`config.mk`:
```
export PLATFORM = sky130hd
export DESIGN_NAME = clipped_alpha_blit_pixel
export DESIGN_NICKNAME = d
export VERILOG_FILES = /design/src/rtl/cab_pkg.sv /design/src/rtl/cab_cfg_regs.sv /design/src/rtl/cab_texel_cnt.sv /design/src/rtl/cab_pixel_calc.sv /design/src/rtl/clipped_alpha_blit_pixel.sv
export SDC_FILE = /design/constraint.sdc
export NUM_CORES = 1
export LEC_CHECK = 0
export BUFFER_PORTS_ARGS = -buffer_cell sky130_fd_sc_hd__buf_2
export CELL_PAD_IN_SITES_DETAIL_PLACEMENT = 0
export CELL_PAD_IN_SITES_GLOBAL_PLACEMENT = 2
export CORE_MARGIN = 8
export CORE_UTILIZATION = 40
export DETAILED_ROUTE_END_ITERATION = 6
export GPL_ROUTABILITY_DRIVEN = 0
export GPL_TIMING_DRIVEN = 0
export PLACE_DENSITY = 0.78
export SKIP_LAST_GASP = 1
export SYNTH_ARGS = -nofsm -noshare
export SYNTH_HDL_FRONTEND = slang
export SYNTH_SLANG_ARGS = --single-unit
```
`constraint.sdc`:
```
create_clock -name clk -period 9.4 [get_ports clk]
set_clock_uncertainty 0.1 [all_clocks]
set_input_delay 0.94 -clock clk [delete_from_list [all_inputs] [get_ports clk]]
set_output_delay 0.94 -clock clk [all_outputs]
set_load 0.05 [all_outputs]
```
`src/rtl/cab_pkg.sv`:
```
// Package for the clipped alpha blitter: sizes, register codes, payload types, helpers.
package cab_pkg;

  // Largest dimensions the datapath supports
  localparam int MAX_SCREEN_WIDTH  = 1024;
  localparam int MAX_SCREEN_HEIGHT = 1024;
  localparam int MAX_TEXTURE_DIM   = 1024;

  // Field widths
  localparam int DIM_W      = 11;
  localparam int POS_W      = 12;
  localparam int CH_W       = 8;
  localparam int ADDR_W     = 20;
  localparam int CFG_IDX_W  = 3;
  localparam int CFG_DATA_W = 12;

  // Texel counter and derived datapath widths
  localparam int TEX_CNT_W   = $clog2(MAX_TEXTURE_DIM);
  localparam int CNT_CMP_W   = (TEX_CNT_W + 1 > DIM_W) ? TEX_CNT_W + 1 : DIM_W;
  localparam int SX_W        = ((POS_W > TEX_CNT_W + 1) ? POS_W : TEX_CNT_W + 1) + 1;
  localparam int ADDR_FULL_W = (SX_W - 1 + DIM_W > ADDR_W) ? SX_W - 1 + DIM_W : ADDR_W;
  localparam int PROD_W      = 2 * CH_W + 1;

  // Register indexes
  localparam logic [CFG_IDX_W-1:0] REG_SCREEN_WIDTH  = 3'd0;
  localparam logic [CFG_IDX_W-1:0] REG_SCREEN_HEIGHT = 3'd1;
  localparam logic [CFG_IDX_W-1:0] REG_POS_X         = 3'd2;
  localparam logic [CFG_IDX_W-1:0] REG_POS_Y         = 3'd3;
  localparam logic [CFG_IDX_W-1:0] REG_TEX_WIDTH     = 3'd4;
  localparam logic [CFG_IDX_W-1:0] REG_TEX_HEIGHT    = 3'd5;
  localparam logic [CFG_IDX_W-1:0] REG_BLEND_MODE    = 3'd6;

  // Register reset values
  localparam int SCREEN_WIDTH_RST  = 1024;
  localparam int SCREEN_HEIGHT_RST = 768;
  localparam int TEX_DIM_RST       = 1;

  // Blend modes
  localparam logic BLEND_OPAQUE = 1'b0;
  localparam logic BLEND_ALPHA  = 1'b1;

  // Input request payload
  typedef struct packed {
    logic [CH_W-1:0] src_ch0;
    logic [CH_W-1:0] src_ch1;
    logic [CH_W-1:0] src_ch2;
    logic [CH_W-1:0] src_alpha;
    logic [CH_W-1:0] dst_ch0;
    logic [CH_W-1:0] dst_ch1;
    logic [CH_W-1:0] dst_ch2;
    logic [CH_W-1:0] dst_ch3;
  } cab_in_t;

  // Result payload
  typedef struct packed {
    logic              write_enable;
    logic [ADDR_W-1:0] screen_addr;
    logic [CH_W-1:0]   out_ch0;
    logic [CH_W-1:0]   out_ch1;
    logic [CH_W-1:0]   out_ch2;
    logic [CH_W-1:0]   out_ch3;
    logic              last_texel;
  } cab_out_t;

  // Configuration as seen by the datapath (dimensions already clamped)
  typedef struct packed {
    logic [DIM_W-1:0]        screen_width;
    logic [DIM_W-1:0]        screen_height;
    logic signed [POS_W-1:0] pos_x;
    logic signed [POS_W-1:0] pos_y;
    logic [DIM_W-1:0]        tex_width;
    logic [DIM_W-1:0]        tex_height;
    logic                    blend_mode;
  } cab_cfg_t;

  // Texel position that travels with each request
  typedef struct packed {
    logic [TEX_CNT_W-1:0] col;
    logic [TEX_CNT_W-1:0] row;
    logic                 last;
  } cab_cnt_t;

  // Zero acts as one, anything above the limit saturates
  function automatic logic [DIM_W-1:0] clamp_dim(input logic [DIM_W-1:0] v,
                                                 input int unsigned max_v);
    logic [DIM_W-1:0] r;
    if (v == '0) begin
      r = DIM_W'(1);
    end else if (32'(v) > max_v) begin
      r = DIM_W'(max_v);
    end else begin
      r = v;
    end
    return r;
  endfunction

endpackage

```
`src/rtl/cab_cfg_regs.sv`:
```
// Configuration register file for the blitter, stores clamped dimensions.
module cab_cfg_regs (
  input  logic                            clk,
  input  logic                            rst_n,
  input  logic                            cfg_valid,
  output logic                            cfg_ready,
  input  logic [cab_pkg::CFG_IDX_W-1:0]   cfg_index,
  input  logic [cab_pkg::CFG_DATA_W-1:0]  cfg_data,
  output cab_pkg::cab_cfg_t               cfg
);
  import cab_pkg::*;

  cab_cfg_t          cfg_r;
  logic [DIM_W-1:0]  dim_wr;

  // Writes are always accepted
  assign cfg_ready = 1'b1;
  assign dim_wr    = cfg_data[DIM_W-1:0];
  assign cfg       = cfg_r;

  always_ff @(posedge clk) begin
    if (!rst_n) begin
      cfg_r.screen_width  <= clamp_dim(DIM_W'(SCREEN_WIDTH_RST), MAX_SCREEN_WIDTH);
      cfg_r.screen_height <= clamp_dim(DIM_W'(SCREEN_HEIGHT_RST), MAX_SCREEN_HEIGHT);
      cfg_r.pos_x         <= '0;
      cfg_r.pos_y         <= '0;
      cfg_r.tex_width     <= clamp_dim(DIM_W'(TEX_DIM_RST), MAX_TEXTURE_DIM);
      cfg_r.tex_height    <= clamp_dim(DIM_W'(TEX_DIM_RST), MAX_TEXTURE_DIM);
      cfg_r.blend_mode    <= BLEND_OPAQUE;
    end else if (cfg_valid && cfg_ready) begin
      unique case (cfg_index)
        REG_SCREEN_WIDTH:  cfg_r.screen_width  <= clamp_dim(dim_wr, MAX_SCREEN_WIDTH);
        REG_SCREEN_HEIGHT: cfg_r.screen_height <= clamp_dim(dim_wr, MAX_SCREEN_HEIGHT);
        REG_POS_X:         cfg_r.pos_x         <= $signed(cfg_data[POS_W-1:0]);
        REG_POS_Y:         cfg_r.pos_y         <= $signed(cfg_data[POS_W-1:0]);
        REG_TEX_WIDTH:     cfg_r.tex_width     <= clamp_dim(dim_wr, MAX_TEXTURE_DIM);
        REG_TEX_HEIGHT:    cfg_r.tex_height    <= clamp_dim(dim_wr, MAX_TEXTURE_DIM);
        REG_BLEND_MODE:    cfg_r.blend_mode    <= cfg_data[0];
        default: ;
      endcase
    end
  end

endmodule

```
`src/rtl/cab_texel_cnt.sv`:
```
// Raster-order texel column/row counter with end-of-row and end-of-texture detect.
module cab_texel_cnt (
  input  logic              clk,
  input  logic              rst_n,
  input  logic              adv,
  input  cab_pkg::cab_cfg_t cfg,
  output cab_pkg::cab_cnt_t cnt
);
  import cab_pkg::*;

  logic [TEX_CNT_W-1:0] col_r, col_nxt;
  logic [TEX_CNT_W-1:0] row_r, row_nxt;
  logic [CNT_CMP_W-1:0] col_inc;
  logic [CNT_CMP_W-1:0] row_inc;
  logic                 row_end;
  logic                 tex_end;

  // End tests use >= so a shrunken texture still wraps
  assign col_inc = CNT_CMP_W'(col_r) + CNT_CMP_W'(1);
  assign row_inc = CNT_CMP_W'(row_r) + CNT_CMP_W'(1);
  assign row_end = col_inc >= CNT_CMP_W'(cfg.tex_width);
  assign tex_end = row_inc >= CNT_CMP_W'(cfg.tex_height);

  assign cnt.col  = col_r;
  assign cnt.row  = row_r;
  assign cnt.last = row_end && tex_end;

  always_comb begin
    col_nxt = col_inc[TEX_CNT_W-1:0];
    row_nxt = row_r;
    if (row_end) begin
      col_nxt = '0;
      row_nxt = tex_end ? '0 : row_inc[TEX_CNT_W-1:0];
    end
  end

  always_ff @(posedge clk) begin
    if (!rst_n) begin
      col_r <= '0;
      row_r <= '0;
    end else if (adv) begin
      col_r <= col_nxt;
      row_r <= row_nxt;
    end
  end

`ifndef SYNTHESIS
  // Last texel wraps both counters
  a_last_wraps: assert property (@(posedge clk) disable iff (!rst_n)
    adv && cnt.last |=> col_r == '0 && row_r == '0)
    else $error("texel counters did not wrap after last texel");

  // Inside a row the column steps by one and the row holds
  a_col_step: assert property (@(posedge clk) disable iff (!rst_n)
    adv && !row_end |=> col_r == $past(col_inc[TEX_CNT_W-1:0]) && $stable(row_r))
    else $error("texel column did not step inside a row");
`endif

endmodule

```
`src/rtl/cab_pixel_calc.sv`:
```
// Clip, screen address and blend for one texel (combinational).
module cab_pixel_calc (
  input  cab_pkg::cab_in_t  pix,
  input  cab_pkg::cab_cnt_t cnt,
  input  cab_pkg::cab_cfg_t cfg,
  output cab_pkg::cab_out_t res
);
  import cab_pkg::*;

  logic signed [SX_W-1:0]  sx;
  logic signed [SX_W-1:0]  sy;
  logic                    onscreen;
  logic [ADDR_FULL_W-1:0]  row_base;
  logic [ADDR_FULL_W-1:0]  addr_full;
  logic [CH_W-1:0]         src [3];
  logic [CH_W-1:0]         dst [3];
  logic [CH_W-1:0]         mix [3];
  logic                    alpha_zero;
  logic                    alpha_full;

  // Screen position of this texel
  assign sx = SX_W'(cfg.pos_x) + $signed(SX_W'(cnt.col));
  assign sy = SX_W'(cfg.pos_y) + $signed(SX_W'(cnt.row));

  assign onscreen = !sx[SX_W-1] && !sy[SX_W-1] &&
                    (sx[SX_W-2:0] < (SX_W-1)'(cfg.screen_width)) &&
                    (sy[SX_W-2:0] < (SX_W-1)'(cfg.screen_height));

  // Linear address: row * width + column
  assign row_base  = ADDR_FULL_W'(sy[SX_W-2:0]) * ADDR_FULL_W'(cfg.screen_width);
  assign addr_full = row_base + ADDR_FULL_W'(sx[SX_W-2:0]);

  assign src[0] = pix.src_ch0;
  assign src[1] = pix.src_ch1;
  assign src[2] = pix.src_ch2;
  assign dst[0] = pix.dst_ch0;
  assign dst[1] = pix.dst_ch1;
  assign dst[2] = pix.dst_ch2;

  assign alpha_zero = pix.src_alpha == '0;
  assign alpha_full = pix.src_alpha == '1;

  // Per channel: dst + floor(alpha * (src - dst) / 256), low byte only
  for (genvar g = 0; g < 3; g++) begin : g_mix
    logic signed [PROD_W-1:0] prod;
    assign prod   = PROD_W'($signed({1'b0, pix.src_alpha})) *
                    (PROD_W'($signed({1'b0, src[g]})) - PROD_W'($signed({1'b0, dst[g]})));
    assign mix[g] = dst[g] + prod[2*CH_W-1:CH_W];
  end

  // Select what gets written
  always_comb begin
    res.write_enable = 1'b0;
    res.screen_addr  = '0;
    res.out_ch0      = pix.dst_ch0;
    res.out_ch1      = pix.dst_ch1;
    res.out_ch2      = pix.dst_ch2;
    res.out_ch3      = pix.dst_ch3;
    res.last_texel   = cnt.last;
    if (onscreen) begin
      res.screen_addr = addr_full[ADDR_W-1:0];
      if (cfg.blend_mode == BLEND_OPAQUE) begin
        res.write_enable = 1'b1;
        res.out_ch0      = pix.src_ch0;
        res.out_ch1      = pix.src_ch1;
        res.out_ch2      = pix.src_ch2;
        res.out_ch3      = pix.src_alpha;
      end else if (alpha_full) begin
        res.write_enable = 1'b1;
        res.out_ch0      = pix.src_ch0;
        res.out_ch1      = pix.src_ch1;
        res.out_ch2      = pix.src_ch2;
      end else if (!alpha_zero) begin
        res.write_enable = 1'b1;
        res.out_ch0      = mix[0];
        res.out_ch1      = mix[1];
        res.out_ch2      = mix[2];
      end
    end
  end

endmodule

```
`src/rtl/clipped_alpha_blit_pixel.sv`:
```
// Top level of the clipped alpha blitter: config, texel counter, two-register pipeline.
//
// Usage:
//  - Input channel (in_valid/in_ready/in_data): one request per texel in raster
//    order, carrying the texture pixel and the screen pixel at its target.
//  - Result channel (out_valid/out_ready/out_data): one result per request, in
//    order: write flag, linear screen address, four new bytes, last-texel flag.
//  - Config channel (cfg_valid/cfg_ready/cfg_index/cfg_data): always ready; write
//    only while the pipeline is empty. Writes never reset the texel counters.
//  - Throughput: one texel per clock while the receiver does not stall; an
//    accepted request goes into the input register, which feeds clip, address
//    multiply and blend logic, which feeds the result register.
//  - Reset (rst_n low, synchronous): registers take their reset values, texel
//    counters return to zero and both pipeline stages empty.
//  - Receiver stall: the result register holds; the input register takes one
//    more request, after which in_ready drops until out_ready returns.
module clipped_alpha_blit_pixel (
  input  logic                           clk,
  input  logic                           rst_n,
  input  logic                           in_valid,
  output logic                           in_ready,
  input  cab_pkg::cab_in_t               in_data,
  output logic                           out_valid,
  input  logic                           out_ready,
  output cab_pkg::cab_out_t              out_data,
  input  logic                           cfg_valid,
  output logic                           cfg_ready,
  input  logic [cab_pkg::CFG_IDX_W-1:0]  cfg_index,
  input  logic [cab_pkg::CFG_DATA_W-1:0] cfg_data
);
  import cab_pkg::*;

  cab_cfg_t cfg;
  cab_cnt_t cnt;
  cab_out_t res;

  logic     s1_valid_r;
  cab_in_t  s1_pix_r;
  cab_cnt_t s1_cnt_r;
  logic     out_valid_r;
  cab_out_t out_data_r;
  logic     in_acc;
  logic     s2_load;

  cab_cfg_regs u_cfg (
    .clk       (clk),
    .rst_n     (rst_n),
    .cfg_valid (cfg_valid),
    .cfg_ready (cfg_ready),
    .cfg_index (cfg_index),
    .cfg_data  (cfg_data),
    .cfg       (cfg)
  );

  cab_texel_cnt u_cnt (
    .clk   (clk),
    .rst_n (rst_n),
    .adv   (in_acc),
    .cfg   (cfg),
    .cnt   (cnt)
  );

  cab_pixel_calc u_calc (
    .pix (s1_pix_r),
    .cnt (s1_cnt_r),
    .cfg (cfg),
    .res (res)
  );

  // Pipeline flow control
  assign s2_load   = s1_valid_r && (!out_valid_r || out_ready);
  assign in_ready  = !s1_valid_r || s2_load;
  assign in_acc    = in_valid && in_ready;
  assign out_valid = out_valid_r;
  assign out_data  = out_data_r;

  // Input stage: request plus its texel position
  always_ff @(posedge clk) begin
    if (!rst_n) begin
      s1_valid_r <= 1'b0;
    end else if (in_acc) begin
      s1_valid_r <= 1'b1;
    end else if (s2_load) begin
      s1_valid_r <= 1'b0;
    end
  end

  always_ff @(posedge clk) begin
    if (in_acc) begin
      s1_pix_r <= in_data;
      s1_cnt_r <= cnt;
    end
  end

  // Result stage
  always_ff @(posedge clk) begin
    if (!rst_n) begin
      out_valid_r <= 1'b0;
    end else if (s2_load) begin
      out_valid_r <= 1'b1;
    end else if (out_ready) begin
      out_valid_r <= 1'b0;
    end
  end

  always_ff @(posedge clk) begin
    if (s2_load) begin
      out_data_r <= res;
    end
  end

`ifndef SYNTHESIS
  // A full pipeline with a stalled receiver must refuse new requests
  a_no_overrun: assert property (@(posedge clk) disable iff (!rst_n)
    s1_valid_r && out_valid_r && !out_ready |-> !in_ready)
    else $error("input taken while both stages are full and stalled");

  // An accepted request always occupies the input stage next cycle
  a_accept_fills: assert property (@(posedge clk) disable iff (!rst_n)
    in_acc |=> s1_valid_r)
    else $error("accepted request lost from input stage");
`endif

endmodule
```
==> results of run 1 <==
## metal layers
layer  share of wire  up-vias
li1                -     8568
met1            0.44     8738
met2            0.50      261
met3           0.041       84
met4           0.025        0
met5               0        -
## Yosys cell counts, types with 8 or more instances
cell type / instances / area [µm²]
inv_1: 448 / 1680
nand2_1: 331 / 1240
fa_1: 267 / 5350
ha_1: 244 / 3050
and2_1: 153 / 957
edfxtp_1: 139 / 4170
nor2_1: 105 / 394
dfxtp_1: 91 / 1820
xnor2_1: 83 / 727
clkbuf_1: 73 / 274
a21boi_0: 70 / 526
nor2b_1: 57 / 357
a21oi_1: 52 / 260
o21ai_0: 43 / 215
nor3_1: 37 / 185
nand2b_1: 33 / 206
nand3_1: 30 / 150
xor2_1: 30 / 263
a21o_1: 24 / 180
o2bb2ai_1: 19 / 166
o21a_1: 18 / 135
a22oi_1: 15 / 113
o211ai_1: 15 / 113
a31oi_1: 13 / 81.3
and3_1: 13 / 81.3
o22ai_1: 11 / 68.8
mux2_4: 8 / 120
o21ai_1: 8 / 40.0
## logic make-up (layout without fill, tap and decap cells)
family	count (synthesis)	count (layout)	synth area share
and+or+nand+nor	801	801	0.163
buffers and inverters	531	725	0.0841
adders and majority gates	511	511	0.351
AOI/OAI and AO/OA	348	348	0.101
DFF	230	230	0.251
xor gates and xnor gates	116	116	0.0442
muxes	10	10	0.00586
other	1	2	0.000157
## sequential cells by signal, summed over array words and instances, names as in the netlist
signal       count
out_data        54
out_valid        1
s1_cnt_r        21
s1_pix_r        64
s1_valid_r       1
u_cfg.cfg       69
u_cnt.col_r     10
u_cnt.row_r     10
## power groups by stage
stage	clock network [µW]	registers (µW)	logic, µW
2_1_floorplan	0	1250	5940
3_3_place_gp	0	1190	7370
3_5_place_dp	0	1190	7480
4_1_cts	1240	1160	7550
5_1_grt	1280	1170	8500
6_report	1210	1160	7450
## per-stage QoR
| stage | setup WS [ns] | std cells | utilization | hold slack [ns] | instance area [µm²] |
|---|---|---|---|---|---|
| CTS | 0.627 | 3515 | 0.452 | 0.321 | 26700 |
| detailed placement | 0.666 | 3461 | 0.434 | 0.307 | 25700 |
| finish | 0.656 | 3516 | 0.452 | 0.318 | 26700 |
| floorplan | 1.61 | 2548 | - | 0.300 | 23900 |
| global placement | 0.685 | 3458 | 0.433 | 0.308 | 25600 |
| global route | 0.116 | 3515 | 0.452 | 0.341 | 26700 |
## area by class of cell
class,count,area [µm²]
fillers,5696,32400
well taps,773,967
multi-input cells,1787,15900
clock inverters,12,155
diodes,1,2.50
repair buffers,140,753
flip-flops and latches,230,6000
plain buffers,83,335
clock buffers,42,890
inverters,448,1680
## worst paths after layout
kind | from | end | slack [ns] | cells past startpoint
worst max-delay path | s1_pix_r[25] | out_data[32] | 0.66 | 35
worst min-delay path | s1_cnt_r[0] | out_data[0] | 0.32 | 0
worst max register to register | s1_pix_r[25] | out_data[32] | 0.66 | 35
worst min register to register | s1_cnt_r[0] | out_data[0] | 0.32 | 0
## worst reg2reg max path, delay by kind of cell (launching register included)
family | cells | cell delay [ns]
fa+ha+maj | 7 | 2.84
compound gates | 13 | 2.01
xor+xnor | 4 | 1.37
flops | 1 | 0.47
simple gates | 7 | 1.46
buf+inv | 4 | 0.21
## timing repair
action	in CTS	in global routing
resized for setup	0	1
setup endpoints to repair	0	1
endpoints found under the hold margin	0	0
hold buffers	0	0
## cell usage in the layout, fill, tap and decap left out, types with 37 or more instances in the layout
cell type	count
xnor2_1	82
nor2_1	103
edfxtp_1	139
fa_1	267
nor3_1	37
clkbuf_1	78
ha_1	244
buf_2	144
inv_1	448
a21oi_1	52
a21boi_0	70
nor2b_1	56
and2_1	153
nand2_1	331
dfxtp_1	91
o21ai_0	43
==> run metrics, run 1 <==
run status=finished, final reports clean; DRC viols=0; Switching Share=0.462; final period utilization=0.930; die height=around 260 µm; Slew HR=0.226; main flop type after synthesis=edfxtp_1; DP HPWL=between 50000 and 60000 µm; Switch Pwr=4540 µW; syn nets=between 3000 and 4000; post-synthesis sequential area ratio=0.251; Ports=141; buffers plus inverters on the worst setup path=4; starting density of the core=0.405; Total GRT Usage=0.196; overall power=about 10000 µW; ANT nets after route=0; Worst Path Required=just under 10 ns; placement row count=89; setup violators final=0; maxcap violations=0; initial antenna violation count=2; die width=between 200 and 300 µm; layout cells sized above 1=0.0832; sequential share of power=0.118; Detailed Route Iter0 Violations=slightly below 900; Post-synth ARST share=0; Worst-path clk slew=around 0.060 ns; Startpoint Class=register; port bufs=between 100 and 150; maximum vdd drop=~340 µV; clk buf depth=3; Slowest Stage Delay on Critical Path=0.66 ns; Cells after Synth=2548; DR vias/cell=roughly 5; number of synthesis warnings=0; clock power share=0.123; first-pass GRT wire length=between 100000 and 150000 µm; Cell Area, Synth=roughly 24000 µm²; fmax=114 MHz; pwr dens=between 300 and 400 nW/µm²; Most Crowded Layer GR=met2; setup tns final=0 ns; final hold vios=0; CP Class=register to register; Arrival @ worst endpoint=between 8 and 9 ns; Area Overhead vs Synth=11.7%; final wirelength=around 66000 µm; #FFs+latches synth=230; met2 Use GR=0.352; CTS HTree Levels=1; largest net degree at the start of global routing=53; clock root buffer=clkbuf_16; nets=approximately 3300; fin. max-slew vios=0; Worst Setup End Kind=register; Post-CTS Setup Bufs=0; critical path's top delay family=adder cells; Worst-Margin Slew=1.16 ns; P_int=about 5300 µW; met1 usage=0.245; CTS Buf Count=30; Tmin final=slightly below 9 ns; met3 Usage GRT=0.0262; TritonCTS clock tree=yes; worst skew pair latency=between 0.6 and 0.7 ns; path type of the worst min-delay path=register to register; CORE AREA=59100 µm²; Static Leak=roughly 0.012 µW; Comb power frac=0.759; Worst path slowest cell=xnor2_1; routed via count=between 15000 and 20000; WL/cell=about 19 µm; GRT overflow=0; die area=67900 µm²; unrepaired setup endpoints after global routing=no; synthesized area per cell=about 9.4 µm²; crit-path max FO=8; vias in the first global route=roughly 19000; CTS Sinks=between 200 and 250; Distinct cells, synth=between 60 and 70; number of enable flip-flop cells after synthesis=about 140; drt pass-1 iters=5
Power figures use the tool's default switching activity.
==> run 2, diff against run 1 <==
--- a/config.mk
+++ b/config.mk
@@ -5,15 +5,16 @@
 export SDC_FILE = /design/constraint.sdc
 export NUM_CORES = 1
 export LEC_CHECK = 0
+export ABC_AREA = 1
 export BUFFER_PORTS_ARGS = -buffer_cell sky130_fd_sc_hd__buf_2
 export CELL_PAD_IN_SITES_DETAIL_PLACEMENT = 0
 export CELL_PAD_IN_SITES_GLOBAL_PLACEMENT = 2
 export CORE_MARGIN = 8
-export CORE_UTILIZATION = 40
+export CORE_UTILIZATION = 39
 export DETAILED_ROUTE_END_ITERATION = 6
 export GPL_ROUTABILITY_DRIVEN = 0
 export GPL_TIMING_DRIVEN = 0
-export PLACE_DENSITY = 0.78
+export PLACE_DENSITY = 0.8
 export SKIP_LAST_GASP = 1
 export SYNTH_ARGS = -nofsm -noshare
 export SYNTH_HDL_FRONTEND = slang
==> run 2 against run 1 <==
  * Routed wire length rose by 9.4%
  * Area after synthesis rose by 0.79%
  * Highest routed layer is now met5
  * Sequential power barely moved
==> run metrics, run 2 <==
run status=finished, final reports clean; antenna cells=0; sequential share of power=0.119; Worst Path Required=around 9.6 ns; vias in the first global route=between 20000 and 25000; die area=roughly 70000 µm²; path type of the worst min-delay path=register to register; starting density of the core=0.392; unrepaired setup endpoints after global routing=no; WL/cell=about 18 µm; GRT overflow=0; Core Util, Final=0.438; port bufs=~140; Yosys top cell by area=fa_1; Post-Layout Inst Area=26900 µm²; DRC viols=0; Detailed Route Iter0 Violations=1300; Tmin final=8.07 ns; Slew HR=0.265; buffers plus inverters on the worst setup path=7; DP Area=about 26000 µm²; Cells after Synth=2954; placement row count=~90; maximum vdd drop=257 µV; main flop type after synthesis=edfxtp_1; number of synthesis warnings=0; pwr dens=between 300 and 400 nW/µm²; setup violators final=0; Most Frequent Cell on Critical Path=nand2_1; clk buf depth=3; worst skew pair latency=roughly 0.61 ns; Area contributors post-synth=fa_1, edfxtp_1, ha_1; CTS Sinks=230; final hold slack=between 0.3 and 0.4 ns; Ports=141; clock root buffer=clkbuf_16; largest net degree at the start of global routing=47; overall power=10100 µW; Worst-path clk slew=approximately 0.06 ns; #FFs+latches synth=230; Comb power frac=0.761; synthesized area per cell=around 8 µm²; Worst path slowest cell=edfxtp_1; drt pass-1 iters=7; Largest register FFs=69; first-pass GRT wire length=113000 µm; P_int=between 4000 and 5000 µW; TritonCTS clock tree=yes; CTS HTree Levels=1; syn nets=around 3500; fmax=124 MHz; post-synthesis sequential area ratio=0.249; Switch Pwr=around 5300 µW; fin. max-slew vios=0; fillers=6276; Startpoint Class=register; CTS hold repair buffers=0; PostCTS Resize Cnt=0; die height=approximately 260 µm; Switching Share=0.531; setup tns final=0 ns; Worst Setup End Kind=register; die width=roughly 260 µm; final period utilization=0.858; initial antenna violation count=3; CTS Buf Count=29; Static Leak=about 0.014 µW; Post-synth ARST share=0; CORE AREA=~61000 µm²; most frequent cells in the layout=inv_1, nand2_1, nor2_1; layout cells sized above 1=0.0781; Distinct cells, synth=53; final hold vios=0; DP HPWL=about 60000 µm; routed via count=19621; Yosys top cell area share=0.222; critical path's top delay family=adder cells; nets=3721; count leader, synth=inv_1; commonest non-fill, non-tap cell in the layout=inv_1; ANT nets after route=0; Arrival @ worst endpoint=8.28 ns; clock power share=0.120; Post-synth top cells=inv_1, nand2_1, nor2_1; Worst-Margin Slew=1.10 ns; Total GRT Usage=0.205; crit-path max FO=6; internal reg-to-reg setup slack=about 1.3 ns; Slowest Stage Delay on Critical Path=0.54 ns; DR vias/cell=4.98; CP Class=register to register; Cell Area, Synth=about 24000 µm²; maxcap violations=0; number of enable flip-flop cells after synthesis=roughly 140; Post-CTS Setup Bufs=0; Area Overhead vs Synth=11.6%; final wirelength=between 70000 and 80000 µm
==> run 2: cell type report <==
| type | instances | area, µm² | share of cell area |
|---|---|---|---|
| repair buffers | 141 | 758 | 0.0282 |
| multi-input cells | 2006 | 15400 | 0.572 |
| flip-flops and latches | 230 | 6000 | 0.223 |
| plain buffers | 64 | 282 | 0.0105 |
| clock inverters | 18 | 204 | 0.00758 |
| clock buffers | 36 | 823 | 0.0306 |
| well taps | 790 | 988 | 0.0367 |
| inverters | 654 | 2460 | 0.0915 |
==> run 2: routing by layer <==
metal,share of wire,global-route usage
met4,0.019,0.0430
met1,0.48,0.296
met3,0.059,0.0280
met5,0.00037,0
met2,0.44,0.326
==> run 2: kinds of logic after synthesis <==
family,after synthesis,share of synthesized area
adders and majority gates,511,0.348
xor gates and xnor gates,83,0.0304
and+or+nand+nor,1039,0.175
other,1,0.000155
buffers and inverters,718,0.114
DFF,230,0.249
AOI/OAI and AO/OA,372,0.0840
==> run 2: metrics by stage <==
stage | worst slack, ns | std cells
floorplan | 2.77 | 2954
global placement | 1.25 | 3882
detailed placement | 1.26 | 3885
CTS | 1.22 | 3939
global route | 0.520 | 3939
finish | 1.33 | 3939
==> run 2: worst paths after layout <==
| path | depth (start not counted) | start | endpoint |
|---|---|---|---|
| worst max-delay path | 40 | s1_pix_r[16] | out_data[24] |
| worst min-delay path | 0 | s1_cnt_r[0] | out_data[0] |
| worst max register to register | 40 | s1_pix_r[16] | out_data[24] |
| worst min register to register | 0 | s1_cnt_r[0] | out_data[0] |
==> run 2: power groups by stage <==
stage / combinational, µW / sequential, µW / clock [µW]
after CTS: 7730 / 1190 / 1240
after detailed placement: 7680 / 1210 / 0
after global placement: 7600 / 1220 / 0
after global routing: 8850 / 1200 / 1270
after floorplan: 5770 / 1280 / 0
final: 7650 / 1190 / 1210
==> run 3, diff against run 2 <==
--- a/config.mk
+++ b/config.mk
@@ -13,7 +13,6 @@
 export CORE_UTILIZATION = 39
 export DETAILED_ROUTE_END_ITERATION = 6
 export GPL_ROUTABILITY_DRIVEN = 0
-export GPL_TIMING_DRIVEN = 0
 export PLACE_DENSITY = 0.8
 export SKIP_LAST_GASP = 1
 export SYNTH_ARGS = -nofsm -noshare
==> constraint.sdc (replaced) <==
create_clock -name clk -period 9.4 [get_ports clk]
set_clock_uncertainty 0.1 [all_clocks]
set_input_delay 0.47 -clock clk [delete_from_list [all_inputs] [get_ports clk]]
set_output_delay 0.47 -clock clk [all_outputs]
set_load 0.05 [all_outputs]
==> run 3 against run 2 <==
  * Sequential share of layout area fell by 0.33 points
  * Fmax grew 5.3%
  * Routed wire length fell by 4.9%
  * Via count is 0.28% lower
  * Total power fell by 2.0%
==> run metrics, run 3 (synthesis gave the netlist of run 2 again) <==
most frequent cells in the layout=inv_1, nand2_1, nor2_1; PostCTS Resize Cnt=0; Slew HR=0.188; final hold vios=0; commonest non-fill, non-tap cell in the layout=inv_1; initial antenna violation count=6; Tmin final=7.66 ns; pwr dens=between 300 and 400 nW/µm²; first-pass GRT wire length=roughly 110000 µm; setup violators final=0; vias in the first global route=roughly 20000; PnR worst setup slack=approximately 1.7 ns; Reg2Reg Capture Point=out_data[32]; Comb power frac=0.761; buffers plus inverters on the worst setup path=5; die width=265 µm; Multi-input gate area=around 15000 µm²; CTS HTree Levels=1; DP HPWL=54300 µm; P_int=about 4700 µW; starting density of the core=0.392; maximum vdd drop=around 420 µV; DP Area=between 20000 and 30000 µm²; Arrival @ worst endpoint=between 7 and 8 ns; fin. max-slew vios=0; CP Class=register to register; layout cells sized above 1=0.0777; GRT overflow=0; Critical Path Start=s1_pix_r[24]; clock root buffer=clkbuf_16; die height=~260 µm; maxcap violations=0; ANT nets after route=0; worst skew pair latency=around 0.61 ns; final wirelength=68500 µm; Detailed Route Iter0 Violations=1116; Setup crit end=out_data[32]; Startpoint Class=register; Worst Path Required=slightly below 10 ns; Slowest Stage Delay on Critical Path=between 0.5 and 0.6 ns; largest net degree at the start of global routing=66; CORE AREA=a little over 60000 µm²; fillers=approximately 6200; Switching Share=0.525; uppermost layer routed=met5; nets=3738; crit-path max FO=5; run status=finished, final reports clean; CTS Sinks=230; met3 WL=~3600 µm; Switch Pwr=approximately 5200 µW; routed via count=roughly 20000; DP Worst Slack=around 1.6 ns; Worst-Margin Slew=~1.2 ns; routed metal-1 wirelength=33000 µm; path type of the worst min-delay path=input pin to register; sequential share of power=0.121; drt pass-1 iters=5; die area=roughly 70000 µm²; Static Leak=0.0137 µW; critical path's top delay family=adder cells; placement row count=91; Post-Layout Inst Area=27300 µm²; worst reg2reg path depth=34; Area Overhead vs Synth=13.2%; overall power=approximately 10000 µW; clk buf depth=3; final period utilization=0.815; Post-CTS Setup Bufs=0; DR vias/cell=slightly below 5; CTS Buf Count=30; unrepaired setup endpoints after global routing=no; met2 WL=approximately 30000 µm; Total GRT Usage=0.195; fmax=between 100 and 150 MHz; DRC viols=0; port bufs=approximately 140; Ports=141; Largest register FFs=between 60 and 70; Worst-path clk slew=roughly 0.06 ns; WL/cell=roughly 17 µm; Most Frequent Cell on Critical Path=nand2_1; TritonCTS clock tree=yes; Worst Setup End Kind=register; setup tns final=0 ns; Worst path slowest cell=xnor2_1; CTS hold repair buffers=slightly above 60; Worst R2R Start=s1_pix_r[24]; internal reg-to-reg setup slack=between 1.5 and 2 ns; storage element area=between 5000 and 6000 µm²; WP depth=34; clock power share=0.118
==> run 3: cell count changes in the layout (fill, tap and decap cells not counted), moves of 2 or more <==
cell,delta
clkinv_2,-2
buf_4,+17
diode_2,+2
buf_2,-8
dlygate4sd3_1,+61
buf_1,-3
bufinv_16,-2
clkbuf_1,-40
buf_12,-2
buf_6,-2
==> run 3: how the worst min path moves through the flow <==
stage	start	end	slack (ns)	cells past startpoint
5_1_grt	in_data[51]	s1_pix_r[51]	0.01	1
6_report	in_data[51]	s1_pix_r[51]	0.02	1
4_1_cts	in_data[48]	s1_pix_r[48]	0.006	1
2_1_floorplan	s1_cnt_r[0]	out_data[0]	0.30	0
3_3_place_gp	s1_cnt_r[0]	out_data[0]	0.34	0
3_5_place_dp	s1_cnt_r[0]	out_data[0]	0.31	0
==> run 3: through the flow <==
step | hold WS (ns) | cells | util
floorplan | 0.300 | 2954 | -
global placement | 0.343 | 3840 | 0.418
detailed placement | 0.313 | 3840 | 0.418
CTS | 0.00623 | 3957 | 0.444
global route | 0.0102 | 3958 | 0.444
finish | 0.0240 | 3959 | 0.444
==> run 3: worst reg2reg max path: cells and delay by family (launching register included) <==
| family | cells | cell delay, ns |
|---|---|---|
| AOI/OAI and AO/OA | 5 | 1.34 |
| xor gates and xnor gates | 2 | 0.72 |
| adders and majority gates | 8 | 3.28 |
| buffers and inverters | 5 | 0.40 |
| DFF | 1 | 0.46 |
| and+or+nand+nor | 14 | 1.10 |
==> run 3: power by group through the flow <==
stage	logic, µW	clock network (µW)	registers, µW
floorplan	5770	0	1280
global placement	7410	0	1220
CTS	7570	1190	1200
detailed placement	7500	0	1210
global route	8730	1230	1200
finish	7490	1160	1200
==> run 3: final cells by class <==
type / instances / area share
Antenna cell: 2 / 0.000183
Clock buffer: 43 / 0.0319
Clock inverter: 13 / 0.00486
Inverter: 654 / 0.0902
Multi-Input combinational cell: 2006 / 0.564
Sequential cell: 230 / 0.220
Tap cell: 790 / 0.0362
Timing Repair Buffer: 221 / 0.0536
==> run 3: routing by layer <==
layer	vias to the layer above	global-route usage
met2	454	0.311
met5	-	0
li1	9604	-
met4	6	0.0480
met3	97	0.0300
met1	9405	0.276
